[config.mk]
export PLATFORM = sky130hd
export DESIGN_NAME = url_percent_decoder
export DESIGN_NICKNAME = d
export VERILOG_FILES = /design/src/rtl/core/urlpd_pkg.sv /design/src/rtl/core/urlpd_front.sv /design/src/rtl/core/urlpd_queue.sv /design/src/rtl/core/urlpd_back.sv /design/src/rtl/core/url_percent_decoder.sv
export SDC_FILE = /design/constraint.sdc
export NUM_CORES = 1
export LEC_CHECK = 0
export ABC_CLOCK_PERIOD_IN_PS = 6800
export BUFFER_PORTS_ARGS = -buffer_cell sky130_fd_sc_hd__buf_2
export CAP_MARGIN = 20
export CORE_MARGIN = 1.5
export CORE_UTILIZATION = 40
export CTS_CLUSTER_DIAMETER = 40
export DETAILED_ROUTE_END_ITERATION = 8
export PLACE_DENSITY = 0.59
export SETUP_SLACK_MARGIN = 0.2
export SYNTH_ARGS = -nofsm -noshare
export SYNTH_HDL_FRONTEND = slang
export SYNTH_HIERARCHICAL = 1
export SYNTH_SLANG_ARGS = --single-unit
[constraint.sdc]
create_clock -name aclk -period 6.8 [get_ports aclk]
set_input_delay 0.68 -clock aclk [delete_from_list [all_inputs] [get_ports aclk]]
set_output_delay 0.68 -clock aclk [all_outputs]
set_load 0.1 [all_outputs]
[src/rtl/core/urlpd_pkg.sv]
// Shared types, character codes and hex helpers for the URL percent decoder.
// No dependencies; imported by every module under rtl/core.
`default_nettype none

package urlpd_pkg;

    localparam logic [7:0] CHAR_PLUS    = 8'h2B;
    localparam logic [7:0] CHAR_PERCENT = 8'h25;
    localparam logic [7:0] CHAR_SPACE   = 8'h20;
    localparam logic [7:0] CHAR_NUL     = 8'h00;

    localparam logic [7:0] LIMIT_RESET  = 8'd63;

    // Bits per hex digit (radix 16)
    localparam int HEX_BITS = 4;

    localparam int MAX_RES    = 3;
    localparam int RES_CNT_W  = $clog2(MAX_RES + 1);

    localparam int QDEPTH = 4;
    localparam int QPTR_W = $clog2(QDEPTH);
    localparam int QLVL_W = $clog2(QDEPTH + 1);

    typedef enum logic [2:0] {
        PH_NONE = 3'b001,
        PH_PCT  = 3'b010,
        PH_HEX  = 3'b100
    } phase_t;

    // One queued request: up to three results from one source item
    typedef struct packed {
        logic [MAX_RES-1:0][7:0] bytes;
        logic [RES_CNT_W-1:0]    n;
        logic                    term;   // last result is the terminator
    } req_t;

    typedef struct packed {
        logic [QLVL_W-1:0] level;
        logic              full;
        logic              empty;
    } qstat_t;

    function automatic logic is_hex(input logic [7:0] c);
        return (c >= 8'h30 && c <= 8'h39) || (c >= 8'h61 && c <= 8'h66) ||
               (c >= 8'h41 && c <= 8'h46);
    endfunction

    // Letters sit at low nibble 1..6 in both cases
    function automatic logic [HEX_BITS-1:0] hex_val(input logic [7:0] c);
        return c[6] ? HEX_BITS'(c[3:0] + 4'd9) : c[3:0];
    endfunction

endpackage

`default_nettype wire

[src/rtl/core/urlpd_front.sv]
// Front end: accepts source items, tracks escape state and output count,
// and builds one request per item. Depends on urlpd_pkg.
`default_nettype none

module urlpd_front import urlpd_pkg::*; (
    input  wire logic       aclk,
    input  wire logic       aresetn,
    input  wire logic       cfg_we,
    input  wire logic [7:0] cfg_wdata,
    input  wire logic       accept,
    input  wire logic [7:0] src_byte,
    input  wire logic       src_end,
    output req_t            req,
    output logic            push
);

    logic [7:0] lim_reg, lim_next;
    logic [7:0] cnt_reg, cnt_next;
    logic [7:0] fh_reg,  fh_next;
    phase_t     ph_reg,  ph_next;

    logic                 is_full, c_hex, is_pct, do_plain, go_hex;
    logic [7:0]           room, pbyte, pre0, decoded;
    logic [1:0]           avail, npre, ncand, nemit;
    logic [MAX_RES-1:0][7:0] cand;
    logic [7:0]           cnt_sum;

    assign is_full = cnt_reg >= lim_reg;
    assign room    = lim_reg - cnt_reg;
    assign avail   = is_full ? 2'd0 : ((room >= 8'd3) ? 2'd3 : room[1:0]);
    assign c_hex   = is_hex(src_byte);
    assign is_pct  = src_byte == CHAR_PERCENT;
    assign pbyte   = (src_byte == CHAR_PLUS) ? CHAR_SPACE : src_byte;
    assign decoded = {hex_val(fh_reg), hex_val(src_byte)};

    always_comb begin
        npre     = 2'd0;
        pre0     = CHAR_PERCENT;
        do_plain = 1'b0;
        go_hex   = 1'b0;
        if (src_end) begin
            unique case (ph_reg)
                PH_PCT:  npre = 2'd1;
                PH_HEX:  npre = 2'd2;
                default: npre = 2'd0;
            endcase
        end else if (!is_full) begin
            unique case (ph_reg)
                PH_PCT: begin
                    if (c_hex) begin
                        go_hex = 1'b1;
                    end else begin
                        npre     = 2'd1;
                        do_plain = 1'b1;
                    end
                end
                PH_HEX: begin
                    if (c_hex) begin
                        npre = 2'd1;
                        pre0 = decoded;
                    end else begin
                        npre     = 2'd2;
                        do_plain = 1'b1;
                    end
                end
                default: do_plain = 1'b1;
            endcase
        end
    end

    // Plain byte lands right after the prefix bytes
    assign ncand   = npre + {1'b0, do_plain && !is_pct};
    assign nemit   = (ncand < avail) ? ncand : avail;
    assign cand[0] = (npre >= 2'd1) ? pre0 : pbyte;
    assign cand[1] = (npre >= 2'd2) ? fh_reg : pbyte;
    assign cand[2] = pbyte;
    assign cnt_sum = cnt_reg + {6'd0, nemit};

    always_comb begin
        lim_next = cfg_we ? cfg_wdata : lim_reg;
        cnt_next = cnt_reg;
        fh_next  = fh_reg;
        ph_next  = ph_reg;
        if (accept) begin
            if (src_end) begin
                cnt_next = 8'd0;
                fh_next  = CHAR_NUL;
                ph_next  = PH_NONE;
            end else begin
                cnt_next = cnt_sum;
                ph_next  = PH_NONE;
                if (go_hex) begin
                    ph_next = PH_HEX;
                    fh_next = src_byte;
                end else if (do_plain && is_pct && (npre < avail)) begin
                    ph_next = PH_PCT;
                end
                if (cnt_sum >= lim_reg) ph_next = PH_NONE;
            end
        end
    end

    always_comb begin
        for (int i = 0; i < MAX_RES; i++) begin
            req.bytes[i] = (RES_CNT_W'(i) < nemit) ? cand[i] : CHAR_NUL;
        end
        req.n    = nemit + {1'b0, src_end};
        req.term = src_end;
    end

    assign push = accept && (req.n != '0);

    always_ff @(posedge aclk) begin
        if (!aresetn) begin
            lim_reg <= LIMIT_RESET;
            cnt_reg <= 8'd0;
            fh_reg  <= CHAR_NUL;
            ph_reg  <= PH_NONE;
        end else begin
            lim_reg <= lim_next;
            cnt_reg <= cnt_next;
            fh_reg  <= fh_next;
            ph_reg  <= ph_next;
        end
    end

endmodule

`default_nettype wire

[src/rtl/core/urlpd_queue.sv]
// Short request queue between front and back ends.
// Depends on urlpd_pkg for the request type and depth.
`default_nettype none

module urlpd_queue import urlpd_pkg::*; (
    input  wire logic aclk,
    input  wire logic aresetn,
    input  wire logic push,
    input  wire req_t wr_req,
    input  wire logic pop,
    output req_t      rd_req,
    output qstat_t    stat
);

    req_t              entries_reg [QDEPTH];
    logic [QPTR_W-1:0] wr_ptr_reg, wr_ptr_next;
    logic [QPTR_W-1:0] rd_ptr_reg, rd_ptr_next;
    logic [QLVL_W-1:0] lvl_reg, lvl_next;
    logic              do_push, do_pop;

    assign stat.level = lvl_reg;
    assign stat.full  = lvl_reg == QLVL_W'(QDEPTH);
    assign stat.empty = lvl_reg == '0;
    assign do_push    = push && !stat.full;
    assign do_pop     = pop && !stat.empty;
    assign rd_req     = entries_reg[rd_ptr_reg];

    always_comb begin
        wr_ptr_next = wr_ptr_reg;
        rd_ptr_next = rd_ptr_reg;
        lvl_next    = lvl_reg;
        if (do_push) begin
            wr_ptr_next = (wr_ptr_reg == QPTR_W'(QDEPTH - 1)) ? '0 : wr_ptr_reg + 1'b1;
        end
        if (do_pop) begin
            rd_ptr_next = (rd_ptr_reg == QPTR_W'(QDEPTH - 1)) ? '0 : rd_ptr_reg + 1'b1;
        end
        if (do_push && !do_pop) lvl_next = lvl_reg + 1'b1;
        else if (do_pop && !do_push) lvl_next = lvl_reg - 1'b1;
    end

    always_ff @(posedge aclk) begin
        if (do_push) entries_reg[wr_ptr_reg] <= wr_req;
    end

    always_ff @(posedge aclk) begin
        if (!aresetn) begin
            wr_ptr_reg <= '0;
            rd_ptr_reg <= '0;
            lvl_reg    <= '0;
        end else begin
            wr_ptr_reg <= wr_ptr_next;
            rd_ptr_reg <= rd_ptr_next;
            lvl_reg    <= lvl_next;
        end
    end

endmodule

`default_nettype wire

[src/rtl/core/urlpd_back.sv]
// Back end: walks the head request onto the result port, one result per cycle while m_ready is high.
// Depends on urlpd_pkg.
`default_nettype none

module urlpd_back import urlpd_pkg::*; (
    input  wire logic aclk,
    input  wire logic aresetn,
    input  wire req_t head,
    input  wire logic head_valid,
    output logic      pop,
    output logic      m_valid,
    input  wire logic m_ready,
    output logic [7:0] m_out_byte,
    output logic      m_out_term,
    output logic      m_run_last
);

    logic [RES_CNT_W-1:0] idx_reg, idx_next;
    logic                 last, take;

    assign m_valid = head_valid;
    assign last    = (idx_reg + 1'b1) == head.n;
    assign take    = m_valid && m_ready;
    assign pop     = take && last;

    always_comb begin
        case (idx_reg)
            RES_CNT_W'(0): m_out_byte = head.bytes[0];
            RES_CNT_W'(1): m_out_byte = head.bytes[1];
            default:       m_out_byte = head.bytes[2];
        endcase
    end

    assign m_out_term = head.term && last;
    assign m_run_last = last;

    always_comb begin
        idx_next = idx_reg;
        if (take) idx_next = last ? '0 : idx_reg + 1'b1;
    end

    always_ff @(posedge aclk) begin
        if (!aresetn) begin
            idx_reg <= '0;
        end else begin
            idx_reg <= idx_next;
        end
    end

endmodule

`default_nettype wire

[src/rtl/core/url_percent_decoder.sv]
// Channel   Direction  Ports
// source    in         s_valid s_ready s_src_byte[7:0] s_src_end
// result    out        m_valid m_ready m_out_byte[7:0] m_out_term m_run_last
// config    in         cfg_we cfg_wdata[7:0]  (max output length, reset 63)
//
// A source item is taken every cycle while the 4-entry request queue has room;
// the front end decodes it in the cycle it is taken.
// The back end gives one result per cycle while m_ready is high; an item yields
// up to three results, and items with no result are not queued.
// Reset is synchronous, active low; limit returns to 63, queue empties.
// Result stalls back up through the queue to s_ready only once it is full.
// Top level of the URL percent decoder; depends on urlpd_pkg, urlpd_front,
// urlpd_queue and urlpd_back.
`default_nettype none

module url_percent_decoder import urlpd_pkg::*; (
    input  wire logic       aclk,
    input  wire logic       aresetn,
    input  wire logic       cfg_we,
    input  wire logic [7:0] cfg_wdata,
    input  wire logic       s_valid,
    output logic            s_ready,
    input  wire logic [7:0] s_src_byte,
    input  wire logic       s_src_end,
    output logic            m_valid,
    input  wire logic       m_ready,
    output logic [7:0]      m_out_byte,
    output logic            m_out_term,
    output logic            m_run_last
);

    req_t   wr_req, rd_req;
    qstat_t q_stat;
    logic   push, pop, accept;

    assign s_ready = !q_stat.full;
    assign accept  = s_valid && s_ready;

    urlpd_front u_front (
        .aclk      (aclk),
        .aresetn   (aresetn),
        .cfg_we    (cfg_we),
        .cfg_wdata (cfg_wdata),
        .accept    (accept),
        .src_byte  (s_src_byte),
        .src_end   (s_src_end),
        .req       (wr_req),
        .push      (push)
    );

    urlpd_queue u_queue (
        .aclk    (aclk),
        .aresetn (aresetn),
        .push    (push),
        .wr_req  (wr_req),
        .pop     (pop),
        .rd_req  (rd_req),
        .stat    (q_stat)
    );

    urlpd_back u_back (
        .aclk       (aclk),
        .aresetn    (aresetn),
        .head       (rd_req),
        .head_valid (!q_stat.empty),
        .pop        (pop),
        .m_valid    (m_valid),
        .m_ready    (m_ready),
        .m_out_byte (m_out_byte),
        .m_out_term (m_out_term),
        .m_run_last (m_run_last)
    );

    // Terminator is always a zero byte and closes its request
    a_term_zero: assert property (@(posedge aclk) disable iff (!aresetn)
        m_valid && m_out_term |-> (m_out_byte == CHAR_NUL) && m_run_last)
        else $error("terminator not zero or not last");

    a_level_bound: assert property (@(posedge aclk) disable iff (!aresetn)
        q_stat.level <= QLVL_W'(QDEPTH))
        else $error("queue level overflow");

    a_level_grow: assert property (@(posedge aclk) disable iff (!aresetn)
        push && !pop && !q_stat.full |=> q_stat.level == $past(q_stat.level) + 1'b1)
        else $error("queue level did not track push");

    a_no_empty_req: assert property (@(posedge aclk) disable iff (!aresetn)
        m_valid |-> rd_req.n != '0)
        else $error("empty request at queue head");

endmodule

`default_nettype wire
Word level (Yosys, flattened, before mapping)
Memories as Yosys holds them, arrays and structs flattened. A register that Yosys moved wholly into a read port is not among the register bits.
Cells that the tools add are included.
Storage, ports and cells
  register bits: 36
  bits in writable memories: 108
  output and inout port bits: 12
  input port bits: 22
  word-level logic and storage cells: 120
  memories kept: 1
Memories
  u_queue.entries_reg: depth 4, width 27, read ports 1, clocked after Yosys merged registers in 1, wr ports 1, RTL line urlpd_queue.sv:15  | req_t entries_reg [QDEPTH];
Operators by class
  $add $sub $neg: 11
  multiplexer cells: 46
  equal/unequal tests: 9
  $lt $le $gt $ge: 16
  reductions and logical operators: 29
Operators with widths (number)
  $mux W8: 13
  $mux W2: 12
  $eq A8 B6 Y1 const B: 2
  $ge A8 B7 Y1 const B: 2
  $ge A8 B8 Y1: 2
  $le A8 B7 Y1 const B: 2
  $pmux W8 S2: 1
  $logic_and A1 B1 Y1: 15
  $mux W3: 5
  $mux W1: 11
  $add A4 B4 Y4 const B: 2
  $add A8 B2 Y8: 1
  $ge A8 B2 Y1 const B: 1
  $ge A8 B6 Y1 const B: 1
  $le A8 B6 Y1 const B: 1
  $mux W4: 2
  $pmux W2 S2: 2
  $sub A8 B8 Y8: 1
  $add A2 B1 Y2 const B: 3
  $eq A3 B3 Y1 const B: 2
  $reduce_bool A2 Y1: 3
  $logic_not A1 Y1: 5
  $add A2 B1 Y2: 2
  $eq A2 B2 Y1 const B: 2
  other kinds (15): 18

Depth between registers and ports, before layout
Gate-level depths: netlist of run 1.
  word-level depth: 20
  mapped depth: 29
  depth with buffers taken out: 29

Modules after synthesis
The synthesis of run 1 kept the hierarchy.
By module, submodules not included
  urlpd_queue: sequential area each 3423.3 um^2, area an instance 4424.2 um^2, cells an instance 192, times used 1
  urlpd_front: sequential area each 540.5 um^2, area an instance 2698.8 um^2, cells an instance 346, times used 1
  urlpd_back: sequential area each 40.0 um^2, area an instance 292.8 um^2, cells an instance 46, times used 1
  url_percent_decoder: sequential area each 0.0 um^2, area an instance 13.8 um^2, cells an instance 3, times used 1

Worst setup path after synthesis of run 1
OpenSTA, ideal clock, no wires.
  kind: register -> register
  from: reg u_front.lim_reg[0]
  to: reg u_front.ph_reg[0]
  buffers on the path: 0
  data arrival time: 5804 ps
  data required time: 6685 ps
  cell stages (with the launch flop): 30
  slack: 882 ps
  period minus slack after synthesis: 5918 ps
  library setup time: 115 ps
  cells stage by stage: dfxtp_1 > inv_1 > ha_1 > inv_1 > fa_1 > a21o_1 > a221oi_2 > a211oi_2 > a21oi_1 > a2bb2oi_1 > nor2_1 > ha_1 > xor2_1 > ha_1 > nor2_1 > o22a_1 > o21ai_1 > inv_2 > ha_1 > inv_1 > fa_1 > nor3_1 > nand3_1 > xnor2_1 > ha_1 > nor3_1 > o211ai_1 > a21oi_1 > or4b_1 > o21a_1
Between the ends
  word-level cells in the longest chain between the ends: 11
  elaborated cells on any way between the ends: 24
  those cells by class: add/sub (3); order compare (5); mux (13); reduce/logical (3)
Ends and longest elaborated chain
  start: declaration: RTL line urlpd_front.sv:17  | logic [7:0] lim_reg, lim_next;
  start signal: assignment: RTL line urlpd_front.sv:120  | lim_reg <= lim_next;
  branches (longest 9 deep; another with $sub A8 B8 Y8)
  $mux W3 *: RTL line urlpd_front.sv:98  | if (cnt_sum >= lim_reg) ph_next = PH_NONE;
  $mux W3 *: RTL line urlpd_front.sv:85  | if (src_end) begin
  end signal: assignment: RTL line urlpd_front.sv:123  | ph_reg <= ph_next;
  end: declaration: RTL line urlpd_front.sv:20  | phase_t ph_reg, ph_next;
Every way passes the cells marked *.
A chain may end at the register's enable or synchronous reset.

Worst setup path after layout of run 1
Same ends and word-level chain as after synthesis.

==> run_results.csv, run 1 <==
group,metric,value,unit
status,status,"finished, violations left",
status,violations,"DRC",
critical_path,r2r_end,"u_front/ph_reg[0]",
clock_network,cts_tree,"built",
finish,nets,683,
drt,drt_iter0_markers,379,
clock_network,clk_pin_slew_worst_paths,60,ps
floorplan,coreArea,0.0181,mm²
sta,slew_headroom,34.8,%
power_and_ir_drop,vdd.ir_drop.worst,0.197,mV
sta,rsz0062_at_grt,"false",
critical_path,cp_common_cell,"ha_1",
hold_path,hold_class,"reg -> reg",
floorplan,io-pin-count,34,
logic_synthesis,yosysSeqAreaShare,53.9,%
logic_synthesis,ys_top_cells_by_area,"edfxtp_1, dfxtp_1, mux4_2, ha_1, nand2_1",
global_routing,grt.overflow.total,0,
drt,wl_per_cell,18.1,µm
logic_synthesis,synth_top_family_by_area,"simple AND/OR/NAND/NOR gates",
sta,fmax,0.160,GHz
critical_path,path_class,"reg -> reg",
global_routing,grt_pass1_vias,4830,
logic_synthesis,yosysWarnings,6,
hold_path,hp-start,"u_front/fh_reg[7]",
finish,multiInputGateArea,0.00315,mm²
placement,place_congestion,0.822,
finish,drive_gt1_share,18.0,%
critical_path,cp-endpoint,"u_front/ph_reg[0]",
clock_network,clk-insertion-delay-late,420,ps
sta,finalHoldViolCount,0,
critical_path,slowest_stage,"or4b_1",
floorplan,die_h,139,µm
critical_path,critPathLaunchType,"flop",
global_routing,grt_antenna_before_repair,0,
finish,largest_reg_flops,108,
logic_synthesis,synth_top_area_share,43.7,%
hold_path,whs_path_depth,1,
logic_synthesis,postSynth.asyncResetShare,0,%
placement,dpl.hpwl,10800,µm
critical_path,r2r_cells,29,
power_and_ir_drop,power.density,362,mW/mm²
sta,tightest_slew,978,ps
finish,mostFrequentLayoutCell,"edfxtp_1",
drt,ant_nets,0,
floorplan,die_w,139,µm
logic_synthesis,synthFlopType,"edfxtp_1",
finish,utilization,47.0,%
logic_synthesis,synth_xor_area_share,2.36,%
logic_synthesis,synth-simple-area-share,11.9,%
drt,dr.pass1.iters,7,
global_routing,grt_pass1_wl,25100,µm
sta,fin_crit,6260,ps
finish,fill_cells,1590,
logic_synthesis,ys_types,74,
logic_synthesis,postSynthCellCount,587,
sta,post-route-period-util,92.1,%
finish,antenna_cells,0,
finish,final_cell_mix,"edfxtp_1, nand2_1, inv_1",
placement,io_buffers,33,
critical_path,r2r_setup_slack,540,ps
sta,finalSetupViolations,0,
floorplan,rows,49,
critical_path,crit_required,7100,ps
placement,dp_slack,258,ps
logic_synthesis,synth_top_area_cell,"edfxtp_1",
clock_network,clock_sinks,146,
logic_synthesis,syn_nets,647,
critical_path,worstPathMaxFanout,9,
logic_synthesis,synth_compound_area_share,10.0,%
logic_synthesis,synth_edf_count,108,
critical_path,cp.arrival,6570,ps
sta,drv_slew,0,
power_and_ir_drop,p_total,3.08,mW
clock_network,cts_buffers,17,
sta,tns,0,ps
clock_network,htreeDepth,4,
sta,worst_slack,539,ps
drt,drcViolationCount,2,
finish,areaGrowthSynthToFinish,14.5,%
logic_synthesis,synth_area,0.00743,mm²
drt,via_count,4715,
finish,regArea,0.00401,mm²
drt,routed_wl,15600,µm
logic_synthesis,synth_fa_ha_area_share,6.70,%
floorplan,dieArea,0.0194,mm²
logic_synthesis,synthMuxAreaShare,10.7,%
global_routing,grt_max_degree,37,
clock_network,root_buffer,"clkbuf_16",
drt,drt-vias-per-instance,5.46,
critical_path,regToRegStartpoint,"u_front/lim_reg[0]",
job,drv_cap,0,
logic_synthesis,ys_ff_latch,146,
logic_synthesis,syn_avg_cell_area,12.7,µm²
power_and_ir_drop,p_leak,3.12,nW
critical_path,crit_path_max_incr_delay,480,ps
global_routing,grt_use_total,16.9,%
critical_path,crit_path_start,"u_front/lim_reg[0]",
critical_path,end_kind,"flop",
clock_network,clk_path_buf_depth,2,
floorplan,initial_core_util,41.1,%
sta,finalClockSkew,10.5,ps
per-layer routing:
| metal | track usage [%] | up-vias | wire length [µm] |
|---|---|---|---|
| met5 | 0 | - | 0 |
| met4 | 5.77 | 0 | 155 |
| met2 | 28.3 | 104 | 7660 |
| li1 | - | 2262 | - |
| met3 | 4.03 | 7 | 667 |
| met1 | 21.5 | 2342 | 7160 |
synth_stat cells (9+ instances only):
cell	count
edfxtp_1	108
mux2i_1	16
dfxtp_1	38
nand3_1	9
mux4_2	20
a21oi_1	13
ha_1	35
a22oi_1	16
clkbuf_1	11
o21ai_0	10
inv_1	38
nor2b_1	14
nor2_1	27
nand2_1	63
xnor2_1	14
and2_1	13
area by class of cell:
| class | instances | share of cell area (%) |
|---|---|---|
| repair buffers | 44 | 2.91 |
| well taps | 229 | 3.37 |
| clock buffers | 17 | 5.00 |
| inverters | 40 | 1.77 |
| flip-flops and latches | 146 | 47.1 |
| multi-input cells | 374 | 37.1 |
| clock inverters | 14 | 2.78 |
power breakdown:
part	switching, mW	leakage [nW]	internal (mW)
registers	0.0528	1.31	1.05
clock network	0.354	0.321	0.686
logic	0.706	1.49	0.231
worst max-delay path, delay by kind of cell, from the launching register on:
family                   cells  cell delay, ps
XOR/XNOR                     2             340
AND/OR/NAND/NOR              7            1420
AO/OA/AOI/OAI                9            1810
buffers and inverters        4             280
adder cells (fa/ha/maj)      7            1950
flip-flops                   1             310
timing repair:
item / in CTS / in global routing
setup buffers: 0 / 1
hold buffers: 0 / 0
endpoints found under the setup margin: 0 / 4
gates resized for setup: 0 / 8
metrics by stage:
step	hold slack [ps]	instance area [µm²]	cells
2_1_floorplan	430	7430	587
3_5_place_dp	449	7780	832
4_1_cts	456	8440	863
5_1_grt	475	8500	864
6_report	464	8500	864
3_3_place_gp	446	7780	832
cells by family after synthesis:
family | Yosys count
adder cells (fa/ha/maj) | 38
multiplexers | 43
flip-flops | 146
AND/OR/NAND/NOR | 172
AO/OA/AOI/OAI | 101
XOR/XNOR | 20
buffers and inverters | 67
worst min-delay path by stage:
stage	end
2_1_floorplan	u_front/fh_reg[7]
3_3_place_gp	u_back/idx_reg[1]
3_5_place_dp	u_front/fh_reg[7]
4_1_cts	u_front/lim_reg[5]
5_1_grt	u_front/lim_reg[1]
6_report	u_front/fh_reg[7]
Note: power is estimated with default switching activity, not from simulation.
==> run 2: changes to the inputs <==
- CELL_PAD_IN_SITES_DETAIL_PLACEMENT: unset -> 1
- CELL_PAD_IN_SITES_GLOBAL_PLACEMENT: unset -> 1
- HOLD_SLACK_MARGIN: unset -> 0.05
- MAX_ROUTING_LAYER: unset -> met4
- PLACE_DENSITY: 0.59 -> 0.68
==> run_results.csv, run 2 (synthesis results as in run 1) <==
group,metric,value,unit
sta,slew_headroom,35.8,%
global_routing,grt_pass1_vias,5157,
drt,wl_per_cell,20.5,µm
global_routing,grt_max_degree,37,
floorplan,initial_core_util,41.1,%
critical_path,slowest_stage,"or4b_1",
job,drv_cap,0,
finish,drive_gt1_share,18.8,%
global_routing,grt_pass1_wl,28100,µm
finish,areaGrowthSynthToFinish,13.6,%
critical_path,cp_common_cell,"ha_1",
finish,utilization,46.7,%
sta,drv_slew,0,
sta,finalSetupViolations,0,
critical_path,worstPathMaxFanout,4,
finish,final_cell_area,0.00844,mm²
clock_network,cts_tree,"built",
clock_network,clk_pin_slew_worst_paths,70,ps
clock_network,ctsHoldBuffers,0,
placement,io_buffers,33,
drt,via_count,4947,
floorplan,die_w,139,µm
placement,placed_area,0.00778,mm²
finish,largest_reg_flops,108,
drt,ant_nets,0,
critical_path,critPathLaunchType,"flop",
drt,routed_wl,17800,µm
critical_path,end_kind,"flop",
status,status,"finished, violations left",
floorplan,dieArea,0.0194,mm²
finish,regArea,0.00401,mm²
clock_network,clk-insertion-delay-late,430,ps
clock_network,cts_buffers,17,
floorplan,coreArea,0.0181,mm²
sta,post-route-period-util,91.2,%
sta,finalHoldViolCount,0,
finish,mostFrequentLayoutCell,"edfxtp_1",
sta,fin_crit,6200,ps
placement,dpl.hpwl,12200,µm
sta,fmax,0.161,GHz
power_and_ir_drop,p_leak,3.09,nW
finish,final_cell_mix,"edfxtp_1, nand2_1, inv_1",
floorplan,die_h,139,µm
critical_path,cp.arrival,6520,ps
drt,drt-vias-per-instance,5.70,
placement,place_congestion,0.864,
critical_path,crit_required,7110,ps
clock_network,clock_sinks,146,
finish,multiInputGateArea,0.00315,mm²
floorplan,rows,49,
status,violations,"DRC",
clock_network,clk_path_buf_depth,2,
floorplan,io-pin-count,34,
power_and_ir_drop,power.density,352,mW/mm²
sta,rsz0062_at_grt,"false",
global_routing,grt.overflow.total,0,
global_routing,grt_use_total,19.6,%
sta,tns,0,ps
drt,drcViolationCount,2,
critical_path,crit_path_max_incr_delay,510,ps
critical_path,path_class,"reg -> reg",
finish,antenna_cells,0,
finish,fill_cells,1879,
sta,tightest_slew,964,ps
clock_network,root_buffer,"clkbuf_16",
finish,nets,686,
drt,dr.pass1.iters,7,
drt,drt_iter0_markers,301,
global_routing,grt_antenna_before_repair,0,
power_and_ir_drop,vdd.ir_drop.worst,0.198,mV
hold_path,hold_class,"reg -> reg",
clock_network,htreeDepth,4,
sta,finalClockSkew,12.0,ps
## run 2: changes by cell type in the layout (fill, tap and decap cells not counted), sizes merged
cell      delta
bufinv       -5
inv          +5
buf          +3
clkinv       -1
clkinvlp     +2
## run 2: worst paths after layout
kind | slack (ps) | end | startpoint | cells past startpoint
max | 600 | u_front/ph_reg[0] | u_front/lim_reg[0] | 28
min | 460 | u_front/fh_reg[7] | u_front/fh_reg[7] | 1
max reg2reg | 600 | u_front/ph_reg[0] | u_front/lim_reg[0] | 28
min reg2reg | 460 | u_front/fh_reg[7] | u_front/fh_reg[7] | 1
## run 2: metal layers
metal	routed length (µm)	GRT usage, %	share of wire [%]	vias to the layer above
li1	-	-	-	2284
met1	8120	25.1	46	2518
met2	8610	30.9	48	125
met3	804	4.16	4.5	20
met4	262	6.55	1.5	0
met5	0	-	0	-
## run 2: timing repair
action / in CTS / in global routing
buffers inserted: 0 / 4
pin swaps: 0 / 4
endpoints found under the hold margin: 0 / 0
resized for setup: 1 / 8
setup endpoints to repair: 1 / 3
## run 2: where the power goes
part	switching [mW]	internal, mW	total [mW]
logic	0.725	0.234	0.959
clock network	0.389	0.513	0.902
registers	0.0564	1.05	1.11
total	1.17	1.80	2.97
## run 2: stage by stage
stage	hold WS, ps	power [mW]	setup slack [ps]	std cells
floorplan	430	1.89	882	587
CTS	457	2.99	300	864
finish	464	2.97	597	868
global route	467	3.08	206	868
detailed placement	449	2.08	158	832
global placement	445	2.05	516	832
## run 2: final cells by class
cell class | instances | share of cell area (%)
inverters | 40 | 1.78
clock inverters | 15 | 1.76
multi-input cells | 374 | 37.4
repair buffers | 47 | 3.20
well taps | 229 | 3.40
clock buffers | 17 | 5.04
flip-flops and latches | 146 | 47.5
## run 2: worst max-delay path: cells and delay by family, from the launching register on
kind            cells  cell delay, ps
flops               1             320
buf+inv             5             440
compound gates      8            1550
simple gates        7            1820
xor+xnor            2             310
fa+ha+maj           6            1620
